===== config.mk =====
export PLATFORM = sky130hd
export DESIGN_NAME = command_packet_framer_unit_flat
export DESIGN_NICKNAME = d
export VERILOG_FILES = /design/src/hw/rtl/cpf_pkg.sv /design/src/hw/rtl/cpf_ifs.sv /design/src/hw/rtl/cpf_front.sv /design/src/hw/rtl/cpf_queue.sv /design/src/hw/rtl/cpf_back.sv /design/src/hw/rtl/command_packet_framer_unit.sv /design/src/flat_wrapper.sv
export SDC_FILE = /design/constraint.sdc
export NUM_CORES = 1
export LEC_CHECK = 0
export BUFFER_PORTS_ARGS = -buffer_cell sky130_fd_sc_hd__buf_2
export CAP_MARGIN = 20
export CORE_UTILIZATION = 56
export DETAILED_ROUTE_END_ITERATION = 10
export GPL_TIMING_DRIVEN = 0
export PLACE_DENSITY = 0.77
export SETUP_SLACK_MARGIN = 0.4
export SYNTH_ARGS = -nofsm -noshare
export SYNTH_HDL_FRONTEND = slang
export SYNTH_SLANG_ARGS = --single-unit
export TNS_END_PERCENT = 20

===== constraint.sdc =====
create_clock -name clk -period 15 [get_ports clk]
set_input_delay 2.25 -clock clk [delete_from_list [all_inputs] [get_ports clk]]
set_output_delay 2.25 -clock clk [all_outputs]
set_load 0.02 [all_outputs]

===== src/hw/rtl/cpf_pkg.sv =====
// ============================================================================
// cpf_pkg
// Shared types and constants for the command packet framer.
// ============================================================================
package cpf_pkg;

  localparam logic [7:0] SOP_BYTE    = 8'hFF;
  localparam logic [7:0] INVERT_MASK = 8'hFF;

  localparam logic       CMD_HEADER = 1'b0;
  localparam logic       CMD_DATA   = 1'b1;

  // Op queue between front and back
  localparam int QUEUE_DEPTH = 4;
  localparam int QPTR_W      = $clog2(QUEUE_DEPTH);

  // Byte positions inside one op
  localparam int STEP_W = 3;
  localparam logic [STEP_W-1:0] STEP_SOP0  = 3'd0;
  localparam logic [STEP_W-1:0] STEP_SOP1  = 3'd1;
  localparam logic [STEP_W-1:0] STEP_DEV   = 3'd2;
  localparam logic [STEP_W-1:0] STEP_CMD   = 3'd3;
  localparam logic [STEP_W-1:0] STEP_SEQ   = 3'd4;
  localparam logic [STEP_W-1:0] STEP_LEN   = 3'd5;
  localparam logic [STEP_W-1:0] STEP_HCSUM = 3'd6;
  localparam logic [STEP_W-1:0] STEP_DATA  = 3'd0;
  localparam logic [STEP_W-1:0] STEP_DCSUM = 3'd1;

  // One classified op: a header (6 or 7 bytes) or a payload word (1 or 2 bytes)
  typedef struct packed {
    logic       is_hdr;
    logic       close;   // emit checksum byte after this op
    logic [7:0] b0;      // device id, or payload byte
    logic [7:0] b1;      // command id
    logic [7:0] b2;      // sequence number
    logic [7:0] b3;      // length byte
    logic [7:0] csum;    // inverted checksum
  } op_t;

  // Front to queue write side
  typedef struct packed {
    logic push;
    op_t  op;
  } qwr_t;

  // Queue to back read side
  typedef struct packed {
    logic nonempty;
    op_t  op;
  } qrd_t;

endpackage


===== src/hw/rtl/cpf_ifs.sv =====
// ============================================================================
// cpf channel interfaces
// Valid/ready channels for input words and framed output bytes.
// ============================================================================
interface cpf_in_if;
  logic       valid;
  logic       ready;
  logic       cmd;
  logic [7:0] device_id;
  logic [7:0] command_id;
  logic [7:0] payload_length;
  logic [7:0] payload_byte;

  modport source (output valid, cmd, device_id, command_id, payload_length,
                  payload_byte, input ready);
  modport sink   (input valid, cmd, device_id, command_id, payload_length,
                  payload_byte, output ready);
endinterface

interface cpf_out_if;
  logic       valid;
  logic       ready;
  logic [7:0] out_byte;
  logic       end_of_packet;

  modport source (output valid, out_byte, end_of_packet, input ready);
  modport sink   (input valid, out_byte, end_of_packet, output ready);
endinterface


===== src/hw/rtl/cpf_front.sv =====
// ============================================================================
// cpf_front
// Accepts input words, tracks packet state and pushes classified ops.
// ============================================================================
module cpf_front (
  input  logic        clk,
  input  logic        rst,
  cpf_in_if.sink      in_ch,
  input  logic        q_full,
  output cpf_pkg::qwr_t qwr
);
  import cpf_pkg::*;

  logic [7:0] sequence_number, sequence_number_next;
  logic [7:0] running_sum, running_sum_next;
  logic [7:0] bytes_remaining, bytes_remaining_next;
  logic       in_packet, in_packet_next;

  logic       accept;
  logic [7:0] lenb;
  logic [7:0] sum;
  logic [7:0] rem;

  assign in_ch.ready = !q_full;
  assign accept      = in_ch.valid && !q_full;

  always_comb begin
    sequence_number_next = sequence_number;
    running_sum_next     = running_sum;
    bytes_remaining_next = bytes_remaining;
    in_packet_next       = in_packet;
    lenb = in_ch.payload_length + 8'd1;
    sum  = 8'd0;
    rem  = 8'd0;
    qwr  = '0;
    if (accept) begin
      if (in_ch.cmd == CMD_HEADER) begin
        // an open packet is simply abandoned
        sum           = in_ch.device_id + in_ch.command_id + sequence_number + lenb;
        qwr.push      = 1'b1;
        qwr.op.is_hdr = 1'b1;
        qwr.op.close  = (in_ch.payload_length == 8'd0);
        qwr.op.b0     = in_ch.device_id;
        qwr.op.b1     = in_ch.command_id;
        qwr.op.b2     = sequence_number;
        qwr.op.b3     = lenb;
        qwr.op.csum   = sum ^ INVERT_MASK;
        running_sum_next = sum;
        if (in_ch.payload_length == 8'd0) begin
          sequence_number_next = sequence_number + 8'd1;
          bytes_remaining_next = 8'd0;
          in_packet_next       = 1'b0;
        end else begin
          bytes_remaining_next = in_ch.payload_length;
          in_packet_next       = 1'b1;
        end
      end else if (in_packet) begin
        sum           = running_sum + in_ch.payload_byte;
        rem           = bytes_remaining - 8'd1;
        qwr.push      = 1'b1;
        qwr.op.is_hdr = 1'b0;
        qwr.op.close  = (rem == 8'd0);
        qwr.op.b0     = in_ch.payload_byte;
        qwr.op.csum   = sum ^ INVERT_MASK;
        running_sum_next     = sum;
        bytes_remaining_next = rem;
        if (rem == 8'd0) begin
          sequence_number_next = sequence_number + 8'd1;
          in_packet_next       = 1'b0;
        end
      end
      // payload word outside a packet: dropped
    end
  end

  always_ff @(posedge clk) begin
    if (rst) begin
      sequence_number <= 8'd0;
      running_sum     <= 8'd0;
      bytes_remaining <= 8'd0;
      in_packet       <= 1'b0;
    end else begin
      sequence_number <= sequence_number_next;
      running_sum     <= running_sum_next;
      bytes_remaining <= bytes_remaining_next;
      in_packet       <= in_packet_next;
    end
  end

endmodule


===== src/hw/rtl/cpf_queue.sv =====
// ============================================================================
// cpf_queue
// Short FIFO of ops between the front and the back.
// ============================================================================
module cpf_queue (
  input  logic          clk,
  input  logic          rst,
  input  cpf_pkg::qwr_t qwr,
  output logic          full,
  input  logic          pop,
  output cpf_pkg::qrd_t qrd
);
  import cpf_pkg::*;

  op_t               mem [QUEUE_DEPTH];
  logic [QPTR_W-1:0] wr_ptr;
  logic [QPTR_W-1:0] rd_ptr;
  logic [QPTR_W:0]   count;
  logic              do_push;
  logic              do_pop;

  assign full         = (count == (QPTR_W+1)'(QUEUE_DEPTH));
  assign qrd.nonempty = (count != '0);
  assign qrd.op       = mem[rd_ptr];
  assign do_push      = qwr.push && !full;
  assign do_pop       = pop && qrd.nonempty;

  always_ff @(posedge clk) begin
    if (do_push) begin
      mem[wr_ptr] <= qwr.op;
    end
  end

  always_ff @(posedge clk) begin
    if (rst) begin
      wr_ptr <= '0;
      rd_ptr <= '0;
      count  <= '0;
    end else begin
      if (do_push) wr_ptr <= wr_ptr + 1'b1;
      if (do_pop)  rd_ptr <= rd_ptr + 1'b1;
      case ({do_push, do_pop})
        2'b10:   count <= count + 1'b1;
        2'b01:   count <= count - 1'b1;
        default: count <= count;
      endcase
    end
  end

endmodule


===== src/hw/rtl/cpf_back.sv =====
// ============================================================================
// cpf_back
// Unrolls each op into framed bytes, one byte per cycle while out_ch is ready.
// ============================================================================
module cpf_back (
  input  logic          clk,
  input  logic          rst,
  input  cpf_pkg::qrd_t qrd,
  output logic          pop,
  cpf_out_if.source     out_ch
);
  import cpf_pkg::*;

  op_t               cur;
  logic              cur_valid;
  logic [STEP_W-1:0] step;
  logic [STEP_W-1:0] last_step;
  logic              fire;
  logic              at_last;

  always_comb begin
    if (cur.is_hdr) begin
      last_step = cur.close ? STEP_HCSUM : STEP_LEN;
    end else begin
      last_step = cur.close ? STEP_DCSUM : STEP_DATA;
    end
  end

  assign fire    = out_ch.valid && out_ch.ready;
  assign at_last = (step == last_step);
  assign pop     = qrd.nonempty && (!cur_valid || (fire && at_last));

  assign out_ch.valid = cur_valid;

  always_comb begin
    out_ch.out_byte      = cur.b0;
    out_ch.end_of_packet = 1'b0;
    if (cur.is_hdr) begin
      case (step)
        STEP_SOP0:  out_ch.out_byte = SOP_BYTE;
        STEP_SOP1:  out_ch.out_byte = SOP_BYTE;
        STEP_DEV:   out_ch.out_byte = cur.b0;
        STEP_CMD:   out_ch.out_byte = cur.b1;
        STEP_SEQ:   out_ch.out_byte = cur.b2;
        STEP_LEN:   out_ch.out_byte = cur.b3;
        STEP_HCSUM: begin
          out_ch.out_byte      = cur.csum;
          out_ch.end_of_packet = 1'b1;
        end
        default:    out_ch.out_byte = cur.b0;
      endcase
    end else if (step == STEP_DCSUM) begin
      out_ch.out_byte      = cur.csum;
      out_ch.end_of_packet = 1'b1;
    end
  end

  always_ff @(posedge clk) begin
    if (pop) begin
      cur <= qrd.op;
    end
  end

  always_ff @(posedge clk) begin
    if (rst) begin
      cur_valid <= 1'b0;
      step      <= '0;
    end else if (pop) begin
      cur_valid <= 1'b1;
      step      <= '0;
    end else if (fire) begin
      if (at_last) begin
        cur_valid <= 1'b0;
        step      <= '0;
      end else begin
        step <= step + 1'b1;
      end
    end
  end

endmodule


===== src/hw/rtl/command_packet_framer_unit.sv =====
// ============================================================================
// command_packet_framer_unit
// Frames header and payload words into command packets, one byte per cycle while out_ch is ready.
// ============================================================================
//
//  channel  dir  handshake     word
//  -------  ---  ------------  -------------------------------------------
//  in_ch    in   valid/ready   cmd, device_id, command_id, payload_length,
//                              payload_byte
//  out_ch   out  valid/ready   out_byte, end_of_packet
//
//  A payload word yields 1 byte (2 on the last, with the checksum). A
//  header yields 6 bytes (7 at length zero); the output port's one byte
//  per cycle sets the sustained rate. The op queue (4 entries) lets the
//  front keep taking words while the back drains. Synchronous reset
//  clears the sequence number, packet state and queue. in_ch.ready
//  drops only when the queue is full; out_ch stalls hold the current
//  byte steady.
//
module command_packet_framer_unit (
  input  logic      clk,
  input  logic      rst,
  cpf_in_if.sink    in_ch,
  cpf_out_if.source out_ch
);
  import cpf_pkg::*;

  qwr_t qwr;   // front -> queue
  qrd_t qrd;   // queue -> back
  logic q_full;
  logic pop;

  // Classification and packet state (sequence, running sum, count)
  cpf_front u_front (
    .clk    (clk),
    .rst    (rst),
    .in_ch  (in_ch),
    .q_full (q_full),
    .qwr    (qwr)
  );

  // Decoupling queue of ops
  cpf_queue u_queue (
    .clk  (clk),
    .rst  (rst),
    .qwr  (qwr),
    .full (q_full),
    .pop  (pop),
    .qrd  (qrd)
  );

  // Byte sequencer: start bytes, fields, payload, checksum
  cpf_back u_back (
    .clk    (clk),
    .rst    (rst),
    .qrd    (qrd),
    .pop    (pop),
    .out_ch (out_ch)
  );

endmodule


===== src/flat_wrapper.sv =====
// flat-port wrapper written by rule: the top's interface ports become plain ports
module command_packet_framer_unit_flat import cpf_pkg::*;
  (clk, rst, in_ch_valid, in_ch_cmd, in_ch_device_id, in_ch_command_id, in_ch_payload_length, in_ch_payload_byte, in_ch_ready, out_ch_valid, out_ch_out_byte, out_ch_end_of_packet, out_ch_ready);
  cpf_in_if in_ch_i ();
  cpf_out_if out_ch_i ();
  input  logic clk;
  input  logic rst;
  input wire logic [$bits(in_ch_i.valid)-1:0] in_ch_valid;
  input wire logic [$bits(in_ch_i.cmd)-1:0] in_ch_cmd;
  input wire logic [$bits(in_ch_i.device_id)-1:0] in_ch_device_id;
  input wire logic [$bits(in_ch_i.command_id)-1:0] in_ch_command_id;
  input wire logic [$bits(in_ch_i.payload_length)-1:0] in_ch_payload_length;
  input wire logic [$bits(in_ch_i.payload_byte)-1:0] in_ch_payload_byte;
  output wire logic [$bits(in_ch_i.ready)-1:0] in_ch_ready;
  output wire logic [$bits(out_ch_i.valid)-1:0] out_ch_valid;
  output wire logic [$bits(out_ch_i.out_byte)-1:0] out_ch_out_byte;
  output wire logic [$bits(out_ch_i.end_of_packet)-1:0] out_ch_end_of_packet;
  input wire logic [$bits(out_ch_i.ready)-1:0] out_ch_ready;
  assign in_ch_i.valid = in_ch_valid;
  assign in_ch_i.cmd = in_ch_cmd;
  assign in_ch_i.device_id = in_ch_device_id;
  assign in_ch_i.command_id = in_ch_command_id;
  assign in_ch_i.payload_length = in_ch_payload_length;
  assign in_ch_i.payload_byte = in_ch_payload_byte;
  assign in_ch_ready = in_ch_i.ready;
  assign out_ch_valid = out_ch_i.valid;
  assign out_ch_out_byte = out_ch_i.out_byte;
  assign out_ch_end_of_packet = out_ch_i.end_of_packet;
  assign out_ch_i.ready = out_ch_ready;
  command_packet_framer_unit u_core (.clk(clk), .rst(rst), .in_ch(in_ch_i), .out_ch(out_ch_i));
endmodule

==> flow_metrics.env, run 1 <==
export IMPL_layout_drive_gt1_share_pct=17.3
export IMPL_yosys_top_cells_area="edfxtp_1, mux4_2, dfxtp_1"
export IMPL_cpMaxStageDelayCell="o21ai_1"
export IMPL_power_density_nw_per_um2=164
export IMPL_synth_seq_cells=246
export IMPL_synth_top_area_share_pct=57.5
export IMPL_p_switching_mw=0.605
export IMPL_antenna_found_initial=0
export IMPL_cts_sinks=246
export IMPL_finalSetupViolCount=0
export IMPL_grt_pass1_wl_mm=40.1
export IMPL_die_height_um=142
export IMPL_setup_tns_ns=0
export IMPL_rsz0062_at_grt="false"
export IMPL_synth_nets=834
export IMPL_p_sw_share_pct=29.7
export IMPL_multi_input_area_um2=3630
export IMPL_cp_arrival_ns=3.52
export IMPL_grt_remaining_overflow=0
export IMPL_cts_made_buffers=25
export IMPL_hold_path_depth=2
export IMPL_wl_mm=26.1
export IMPL_min_delay_start="u_core.u_front.running_sum[0]"
export IMPL_internal_power_mw=1.43
export IMPL_rr_endpoint="u_core.u_queue.mem[1][5]"
export IMPL_dieArea_um2=20100
export IMPL_busiest_layer="met2"
export IMPL_hold_path_class="flip-flop to flip-flop"
export IMPL_reg2regPathDepth=10
export IMPL_finalCriticalPeriod_ns=5.77
export IMPL_num_antenna_cells=0
export IMPL_holdBufCountCts=0
export IMPL_cts_buffer_depth=3
export IMPL_crit_required_ns=12.75
export IMPL_timing_rr_start="u_core.u_front.sequence_number[1]"
export IMPL_fin_skew_ns=0.0109
export IMPL_netlist_area_um2=11000
export IMPL_clk_pin_slew_ns=0.06
export IMPL_start_util_pct=57.9
export IMPL_setup_ws_ns=9.23
export IMPL_p_total_mw=2.04
export IMPL_core_region_area_um2=19000
export IMPL_fillCellCount=1282
export IMPL_syn_avg_cell_area_um2=14.6
export IMPL_path_max_fanout=10
export IMPL_dr_pass1_iters=6
export IMPL_path_class="flip-flop to primary output"
export IMPL_worst_pin_slew_ns=1.02
export IMPL_synth_edff_count=210
export IMPL_maxCapViolations=0
export IMPL_gp_congestion=0.944
export IMPL_cts_tree="done"
export IMPL_critical_path_endpoint_type="primary output"
export IMPL_synth_distinct_cells=57
export IMPL_yosysWarnings=0
export IMPL_hold_viol_final=0
export IMPL_finalMaxSlewViolations=0
export IMPL_pwr_share_clk_pct=30.0
export IMPL_cp_top_family="buffers and inverters"
export IMPL_preCtsSetupSlack_ns=9.33
export IMPL_ant_nets=0
export IMPL_cts_repair_resized=0
export IMPL_start_kind="flip-flop"
export IMPL_clock_latency_ns=0.51
export IMPL_cts_max_level=1
export IMPL_grt_met1_usage_pct=35.8
export IMPL_crit_path_frequent_cell="clkbuf_1"
export IMPL_syn_instance_count=751
export IMPL_status="completed"
export IMPL_io_pins=48
export IMPL_hpwl_mm=18.1
export IMPL_async_reset_ff_share_pct=0
export IMPL_cts_setup_buffers=0
export IMPL_grt_pass1_vias=6934
export IMPL_final_cell_mix="edfxtp_1, nor2_1, inv_1"
export IMPL_wl_per_cell_um=23.6
export IMPL_via_per_inst=6.13
export IMPL_yosysSeqAreaShare_pct=64.1
export IMPL_grt_util_all_layers_pct=27.2
export IMPL_met3_usage_pct=4.37
export IMPL_hold_path_endpoint="u_core.u_front.running_sum[0]"
export IMPL_yosysTopAreaCell="edfxtp_1"
export IMPL_worst_path_buf_inv=6
export IMPL_p_leak_nw=4.40
export IMPL_p_comb_share_pct=23.7
export IMPL_post_route_period_util_pct=38.5
export IMPL_critPathMaxStageDelay_ns=0.44
export IMPL_drc=0
export IMPL_first_iter_violations=680
export IMPL_cts_root_buffer="clkbuf_16"
export IMPL_num_nets_final=912
export IMPL_max_freq_mhz=173
export IMPL_use_met2_pct=47.1
export IMPL_register_area_um2=7030
export IMPL_syn2layout_area_growth_pct=13.5
export IMPL_slew_headroom_pct=32.3
export IMPL_regToRegSetupSlack_ns=11.25
export IMPL_fin_util_pct=65.7
export IMPL_rows=50
export IMPL_num_vias=6777
export IMPL_vdd_ir_drop_max_v=0.0000938
export IMPL_layout_commonest_cell="edfxtp_1"
export IMPL_seq_power_share_pct=46.2
export IMPL_path_cells="clkbuf_1 -> inv_1 -> clkbuf_1 -> ha_1 -> clkbuf_1 -> or2_2 -> clkbuf_1 -> o21ai_1 -> o22ai_1 -> a21oi_1 -> buf_2"
export IMPL_io_buffers=46
export IMPL_dieWidth_um=142
export IMPL_yosys_most_used_dff="edfxtp_1"
export IMPL_grt_max_degree=34
[worst max path at each step]
stage	from	end	slack (ns)	depth (start not counted)
3_3_place_gp	out_ch_ready	u_core.u_queue.count[2]	7.40	9
4_1_cts	u_core.u_back.step[2]	out_ch_out_byte[7]	9.22	11
5_1_grt	u_core.u_back.step[2]	out_ch_out_byte[4]	8.96	11
2_1_floorplan	out_ch_ready	u_core.u_queue.count[2]	8.72	8
3_5_place_dp	in_ch_device_id[1]	u_core.u_queue.mem[0][5]	9.33	11
6_report	u_core.u_back.step[2]	out_ch_out_byte[7]	9.23	11
[registers in the layout, summed over array words and instances (netlist names)]
register                        flops
u_core.u_queue.wr_ptr               2
u_core.u_queue.rd_ptr               2
u_core.u_front.running_sum          8
u_core.u_back.out_ch.valid          1
u_core.u_front.sequence_number      8
u_core.u_back.step                  3
u_core.u_queue.mem                168
u_core.u_front.in_packet            1
u_core.u_back.cur                  42
u_core.u_front.bytes_remaining      8
u_core.u_queue.count                3
[metal layers]
layer  vias to the layer above  wire [µm]
met4                         0        627
met2                       348      13200
met3                        47       2040
met1                      3399      10200
li1                       2983          -
met5                         -          0
[power by group through the flow]
stage               combinational [mW]  clock [mW]  sequential, mW
detailed placement               0.481           0           0.954
floorplan                        0.332           0           0.931
CTS                              0.486       0.617           0.942
global route                     0.528       0.646           0.949
finish                           0.484       0.613           0.942
global placement                 0.448           0           0.961
[layout make-up]
cell class              instances  area share, %
flip-flops and latches        246           56.4
inverters                      51           1.54
multi-input cells             419           29.2
well taps                     260           2.61
repair buffers                 51           2.71
plain buffers                  35           1.06
clock buffers                  30           5.18
clock inverters                14           1.29
[synthesized netlist by cell type (5+ instances only)]
cell,count
a211oi_1,18
o21ai_0,24
nand2_1,39
nor2b_1,12
xnor2_1,18
o22ai_1,9
o21a_1,5
a21oi_1,33
mux4_2,42
buf_1,7
clkbuf_1,28
edfxtp_1,210
a222oi_1,8
nand3_1,10
fa_1,16
nand3b_1,5
and3_1,11
nor3_1,18
ha_1,30
xor2_1,13
dfxtp_1,36
inv_1,47
nor2_1,57
[logic make-up (layout without fill, tap and decap cells)]
| family | after synthesis | count (layout) | share of synthesized area (%) |
|---|---|---|---|
| AND/OR/NAND/NOR | 171 | 171 | 7.61 |
| buffers and inverters | 86 | 181 | 2.94 |
| flip-flops | 246 | 246 | 64.1 |
| multiplexers | 45 | 45 | 8.90 |
| adder cells (fa/ha/maj) | 46 | 46 | 6.34 |
| AO/OA/AOI/OAI | 126 | 126 | 7.66 |
| XOR/XNOR | 31 | 31 | 2.48 |
[per-stage QoR]
stage / instances / hold WS, ns / cell area (µm²)
2_1_floorplan: 751 / 0.449 / 11000
3_3_place_gp: 1057 / 0.459 / 11500
3_5_place_dp: 1062 / 0.489 / 11600
4_1_cts: 1106 / 0.500 / 12500
5_1_grt: 1106 / 0.518 / 12500
6_report: 1106 / 0.500 / 12500
[worst register-to-register path: cells and delay by family (launching register included)]
family | cells | cell delay, ns
adder cells (fa/ha/maj) | 4 | 1.68
AO/OA/AOI/OAI | 2 | 0.86
AND/OR/NAND/NOR | 2 | 0.38
flip-flops | 1 | 0.37
buffers and inverters | 2 | 0.15
Power figures use the tool's default switching activity.
==> inputs of run 2 (changes only) <==
Settings changed: PLACE_DENSITY 0.77 to 0.79.
Clock period 15 ns to 5.01 ns, I/O delays scaled along.
==> run 2 against run 1 <==
Compared with the run above: critical path depth unchanged; register-to-register slack lost 10 ns; clock power grew to 2.9 times the previous value; hold slack worse by 0.026 ns; utilization is essentially flat; sequential share of layout area barely moved; final cell count hardly changed; global-route usage down 0.44 points; routed wire length fell by 1.5%.
==> flow_metrics.env, run 2 (synthesis results as in run 1) <==
export IMPL_status="completed"
export IMPL_final_cell_mix="edfxtp_1, nor2_1, inv_1"
export IMPL_hold_path_depth=2
export IMPL_clock_latency_ns=0.52
export IMPL_power_density_nw_per_um2=488
export IMPL_cp_top_family="compound AO/OA/AOI/OAI gates"
export IMPL_grt_max_degree=36
export IMPL_die_height_um=142
export IMPL_grt_met1_usage_pct=35.3
export IMPL_setup_tns_ns=0
export IMPL_dieWidth_um=142
export IMPL_ant_nets=0
export IMPL_crit_path_frequent_cell="a21oi_1"
export IMPL_largest_register="u_core.u_queue.mem"
export IMPL_num_nets_final=913
export IMPL_finalInstanceArea_um2=12400
export IMPL_finalMaxSlewViolations=0
export IMPL_fin_util_pct=65.7
export IMPL_critical_path_endpoint_type="primary output"
export IMPL_pwr_share_clk_pct=29.7
export IMPL_cts_made_buffers=25
export IMPL_core_region_area_um2=19000
export IMPL_timing_rr_start="u_core.u_front.sequence_number[1]"
export IMPL_internal_power_mw=4.24
export IMPL_max_freq_mhz=238
export IMPL_regToRegSetupSlack_ns=1.19
export IMPL_min_delay_start="u_core.u_front.in_packet"
export IMPL_grt_pass1_wl_mm=39.1
export IMPL_syn2layout_area_growth_pct=13.5
export IMPL_finalCriticalPeriod_ns=4.20
export IMPL_use_met2_pct=45.5
export IMPL_num_antenna_cells=0
export IMPL_largest_register_ffs=168
export IMPL_fin_skew_ns=0.00662
export IMPL_wl_per_cell_um=23.3
export IMPL_p_comb_share_pct=23.9
export IMPL_rsz0062_at_grt="false"
export IMPL_cts_sinks=246
export IMPL_grt_pass1_vias=6674
export IMPL_p_sw_share_pct=30.2
export IMPL_p_switching_mw=1.83
export IMPL_crit_required_ns=4.26
export IMPL_hpwl_mm=17.9
export IMPL_gp_congestion=0.953
export IMPL_maxCapViolations=0
export IMPL_vdd_ir_drop_max_v=0.000284
export IMPL_reg2regPathDepth=12
export IMPL_worst_pin_slew_ns=0.956
export IMPL_placed_area_um2=11600
export IMPL_grt_remaining_overflow=0
export IMPL_drc=0
export IMPL_clk_pin_slew_ns=0.06
export IMPL_hold_path_endpoint="u_core.u_front.in_packet"
export IMPL_post_route_period_util_pct=83.9
export IMPL_cp_arrival_ns=3.45
export IMPL_grt_util_all_layers_pct=26.8
export IMPL_met3_usage_pct=4.04
export IMPL_worst_path_buf_inv=4
export IMPL_io_buffers=46
export IMPL_rr_endpoint="u_core.u_queue.mem[1][7]"
export IMPL_path_class="flip-flop to primary output"
export IMPL_critPathMaxStageDelay_ns=0.42
export IMPL_first_iter_violations=656
export IMPL_cpMaxStageDelayCell="dfxtp_1"
export IMPL_busiest_layer="met2"
export IMPL_layout_commonest_cell="edfxtp_1"
export IMPL_cts_root_buffer="clkbuf_16"
export IMPL_finalSetupViolCount=0
export IMPL_cts_max_level=1
export IMPL_hold_worst_slack_ns=0.474
export IMPL_dr_pass1_iters=6
export IMPL_seq_power_share_pct=46.4
export IMPL_via_per_inst=6.06
export IMPL_layout_drive_gt1_share_pct=17.5
export IMPL_path_max_fanout=10
export IMPL_cts_buffer_depth=3
export IMPL_dieArea_um2=20100
export IMPL_io_pins=48
export IMPL_holdBufCountCts=0
export IMPL_num_vias=6709
export IMPL_p_leak_nw=4.38
export IMPL_path_cells="inv_1 -> ha_1 -> buf_1 -> nor4_1 -> a21oi_1 -> or2_2 -> clkbuf_1 -> o21ai_1 -> o22ai_1 -> a21oi_1 -> buf_2"
export IMPL_start_kind="flip-flop"
export IMPL_rows=50
export IMPL_cts_tree="done"
export IMPL_cts_repair_resized=0
export IMPL_start_util_pct=57.9
export IMPL_wl_mm=25.8
export IMPL_hold_viol_final=0
export IMPL_slew_headroom_pct=36.3
export IMPL_reg_top3="u_core.u_queue.mem: 168 flops, u_core.u_back.cur: 42 flops"
export IMPL_cts_setup_buffers=0
export IMPL_antenna_found_initial=0
export IMPL_hold_path_class="flip-flop to flip-flop"
run 2: worst reg2reg max path, delay by kind of cell (launching register included):
kind | cells | cell delay [ns]
xor+xnor | 1 | 0.19
compound gates | 4 | 1.05
simple gates | 1 | 0.06
flops | 1 | 0.38
fa+ha+maj | 4 | 1.67
buf+inv | 2 | 0.17
run 2: cell type report:
class / instances / area [µm²]
fillers: 1267 / 6510
well taps: 260 / 325
flip-flops and latches: 246 / 7030
plain buffers: 35 / 131
clock buffers: 29 / 641
inverters: 51 / 191
clock inverters: 15 / 151
repair buffers: 52 / 345
multi-input cells: 419 / 3630
run 2: metrics by stage:
stage / total power [mW] / setup WS (ns) / std cells
finish: 6.08 / 0.806 / 1107
floorplan: 3.77 / 0.984 / 751
global placement: 4.21 / 0.273 / 1057
global route: 6.32 / 0.631 / 1107
detailed placement: 4.29 / 0.786 / 1062
CTS: 6.09 / 0.896 / 1106
run 2: power by group through the flow:
stage	registers, mW	clock network, mW	logic, mW
finish	2.82	1.80	1.45
global route	2.84	1.90	1.59
detailed placement	2.85	0	1.43
floorplan	2.78	0	0.996
CTS	2.82	1.82	1.45
global placement	2.86	0	1.35
run 2: per-layer routing:
metal | share of wire [%] | wire (µm) | up-vias
li1 | - | - | 3002
met5 | 0 | 0 | -
met1 | 39 | 10000 | 3285
met2 | 49 | 12600 | 353
met3 | 8.1 | 2090 | 69
met4 | 4.1 | 1060 | 0
run 2: how the worst max path moves through the flow:
stage	from	endpoint	slack, ns	depth (start not counted)
final	u_core.u_back.step[0]	out_ch_out_byte[6]	0.81	11
after global routing	u_core.u_back.step[0]	out_ch_out_byte[6]	0.63	11
after CTS	u_core.u_back.step[2]	out_ch_out_byte[6]	0.90	11
after detailed placement	in_ch_device_id[1]	u_core.u_queue.mem[1][7]	0.79	13
after global placement	u_core.u_back.cur[41]	u_core.u_queue.count[2]	0.27	11
after floorplan	u_core.u_back.cur[41]	u_core.u_queue.count[2]	0.98	11
==> inputs of run 3 (changes only) <==
Settings changed: PLACE_DENSITY 0.79 to 0.77.
Clock period 5.01 ns to 4.12 ns, I/O delays scaled along.
==> run 3 against run 2 <==
Compared with the run above: cell area shrank 0.44%; routed wire length shrank 3.6%; sequential share of layout area grew 0.27 points; hold slack lost 0.077 ns; register-to-register slack lost 0.74 ns; critical path type is now flip-flop to flip-flop; total power grew 18%.
==> flow_metrics.env, run 3 (synthesis results as in run 1) <==
export IMPL_start_kind="flip-flop"
export IMPL_largest_register_ffs=168
export IMPL_busiest_layer="met2"
export IMPL_clk_pin_slew_ns=0.06
export IMPL_rows=50
export IMPL_finalMaxSlewViolations=0
export IMPL_path_max_fanout=5
export IMPL_core_region_area_um2=19000
export IMPL_clock_latency_ns=0.51
export IMPL_multi_input_area_um2=3650
export IMPL_num_antenna_cells=0
export IMPL_p_total_mw=7.17
export IMPL_cts_made_buffers=24
export IMPL_hold_viol_final=0
export IMPL_cts_sinks=246
export IMPL_finalCriticalPeriod_ns=3.67
export IMPL_setup_tns_ns=0
export IMPL_die_height_um=142
export IMPL_met3_usage_pct=3.30
export IMPL_fillCellCount=1332
export IMPL_hold_worst_slack_ns=0.398
export IMPL_critical_path_endpoint_type="flip-flop"
export IMPL_maxCapViolations=0
export IMPL_min_delay_start="in_ch_valid"
export IMPL_num_nets_final=912
export IMPL_ant_nets=0
export IMPL_grt_met1_usage_pct=35.6
export IMPL_num_vias=6808
export IMPL_dieWidth_um=142
export IMPL_hold_path_depth=3
export IMPL_largest_register="u_core.u_queue.mem"
export IMPL_cts_max_level=1
export IMPL_antenna_found_initial=0
export IMPL_gp_congestion=1.06
export IMPL_wl_per_cell_um=22.4
export IMPL_worst_pin_slew_ns=0.919
export IMPL_drc=0
export IMPL_dieArea_um2=20100
export IMPL_fin_skew_ns=0.0213
export IMPL_vdd_ir_drop_max_v=0.000324
export IMPL_timing_rr_start="u_core.u_front.sequence_number[1]"
export IMPL_final_cell_mix="edfxtp_1, nor2_1, inv_1"
export IMPL_cts_root_buffer="clkbuf_16"
export IMPL_p_leak_nw=4.36
export IMPL_slew_headroom_pct=38.7
export IMPL_finalSetupViolCount=0
export IMPL_use_met2_pct=42.6
export IMPL_crit_required_ns=4.33
export IMPL_start_util_pct=57.9
export IMPL_post_route_period_util_pct=89.2
export IMPL_register_area_um2=7030
export IMPL_status="completed"
export IMPL_reg_top3="u_core.u_queue.mem: 168 flops, u_core.u_back.cur: 42 flops"
export IMPL_layout_drive_gt1_share_pct=17.6
export IMPL_io_pins=48
export IMPL_layout_commonest_cell="edfxtp_1"
export IMPL_path_class="flip-flop to flip-flop"
export IMPL_first_iter_violations=710
export IMPL_grt_max_degree=34
export IMPL_max_freq_mhz=272
export IMPL_crit_start="u_core.u_front.sequence_number[1]"
export IMPL_wl_mm=24.8
export IMPL_rsz0062_at_grt="true"
export IMPL_cp_arrival_ns=3.88
export IMPL_io_buffers=46
export IMPL_reg2regPathDepth=10
export IMPL_via_per_inst=6.16
export IMPL_grt_remaining_overflow=0
export IMPL_grt_util_all_layers_pct=26.0
export IMPL_power_density_nw_per_um2=579
export IMPL_grt_pass1_wl_mm=38.6
export IMPL_hpwl_mm=17.6
export IMPL_syn2layout_area_growth_pct=13.0
export IMPL_cts_tree="done"
export IMPL_hold_path_class="input port to flip-flop"
export IMPL_grt_pass1_vias=6851
export IMPL_cts_buffer_depth=3
export IMPL_dr_pass1_iters=6
run 3: worst paths after layout:
path	to	slack, ns
worst max register to register	u_core.u_queue.mem[0][5]	0.45
worst max-delay path	u_core.u_queue.mem[0][5]	0.45
worst min-delay path	u_core.u_front.in_packet	0.40
worst min register to register	u_core.u_front.in_packet	0.49
run 3: power by group:
group          switching [mW]  total [mW]  internal [mW]  leakage [nW]
sequential              0.229        3.45           3.22          2.27
combinational            1.05        1.74          0.692          1.75
clock                   0.875        1.98           1.11         0.338
total                    2.15        7.17           5.02          4.36
run 3: stage by stage:
step / setup slack, ns / instances / util [%] / cell area, µm²
floorplan: 0.600 / 751 / - / 11000
global placement: 0.163 / 1057 / 60.8 / 11500
detailed placement: 0.142 / 1062 / 61.4 / 11600
CTS: 0.457 / 1105 / 65.2 / 12400
global route: 0.262 / 1106 / 65.4 / 12400
finish: 0.445 / 1106 / 65.4 / 12400
run 3: timing repair:
action                     4_1_cts  5_1_grt
hold endpoints to repair         0        0
resized for setup                1       10
setup endpoints to repair        8       18
hold buffers                     0        0
buffers inserted                 0        0
run 3: final cells by class:
class,count,area share [%]
Inverter,51,1.54
Tap cell,260,2.63
Clock inverter,14,0.586
Buffer,35,1.09
Timing Repair Buffer,52,2.79
Clock buffer,29,5.17
Multi-Input combinational cell,419,29.5
Sequential cell,246,56.7
run 3: worst max-delay path: stages, from the launching register on:
cell and delay [ns]:
dfxtp_1 0.40, inv_1 0.11, fa_1 0.49, fa_1 0.56, inv_1 0.04, ha_1 0.22, fa_1 0.41, a21oi_1 0.14
nor2_1 0.06, or3_1 0.31, a311oi_1 0.66
run 3: routing by layer:
layer  part of all wire [%]  routed length (µm)
met5                      0                   0
met4                    3.8                 950
met3                    7.9                1950
met2                     48               12000
met1                     40                9930
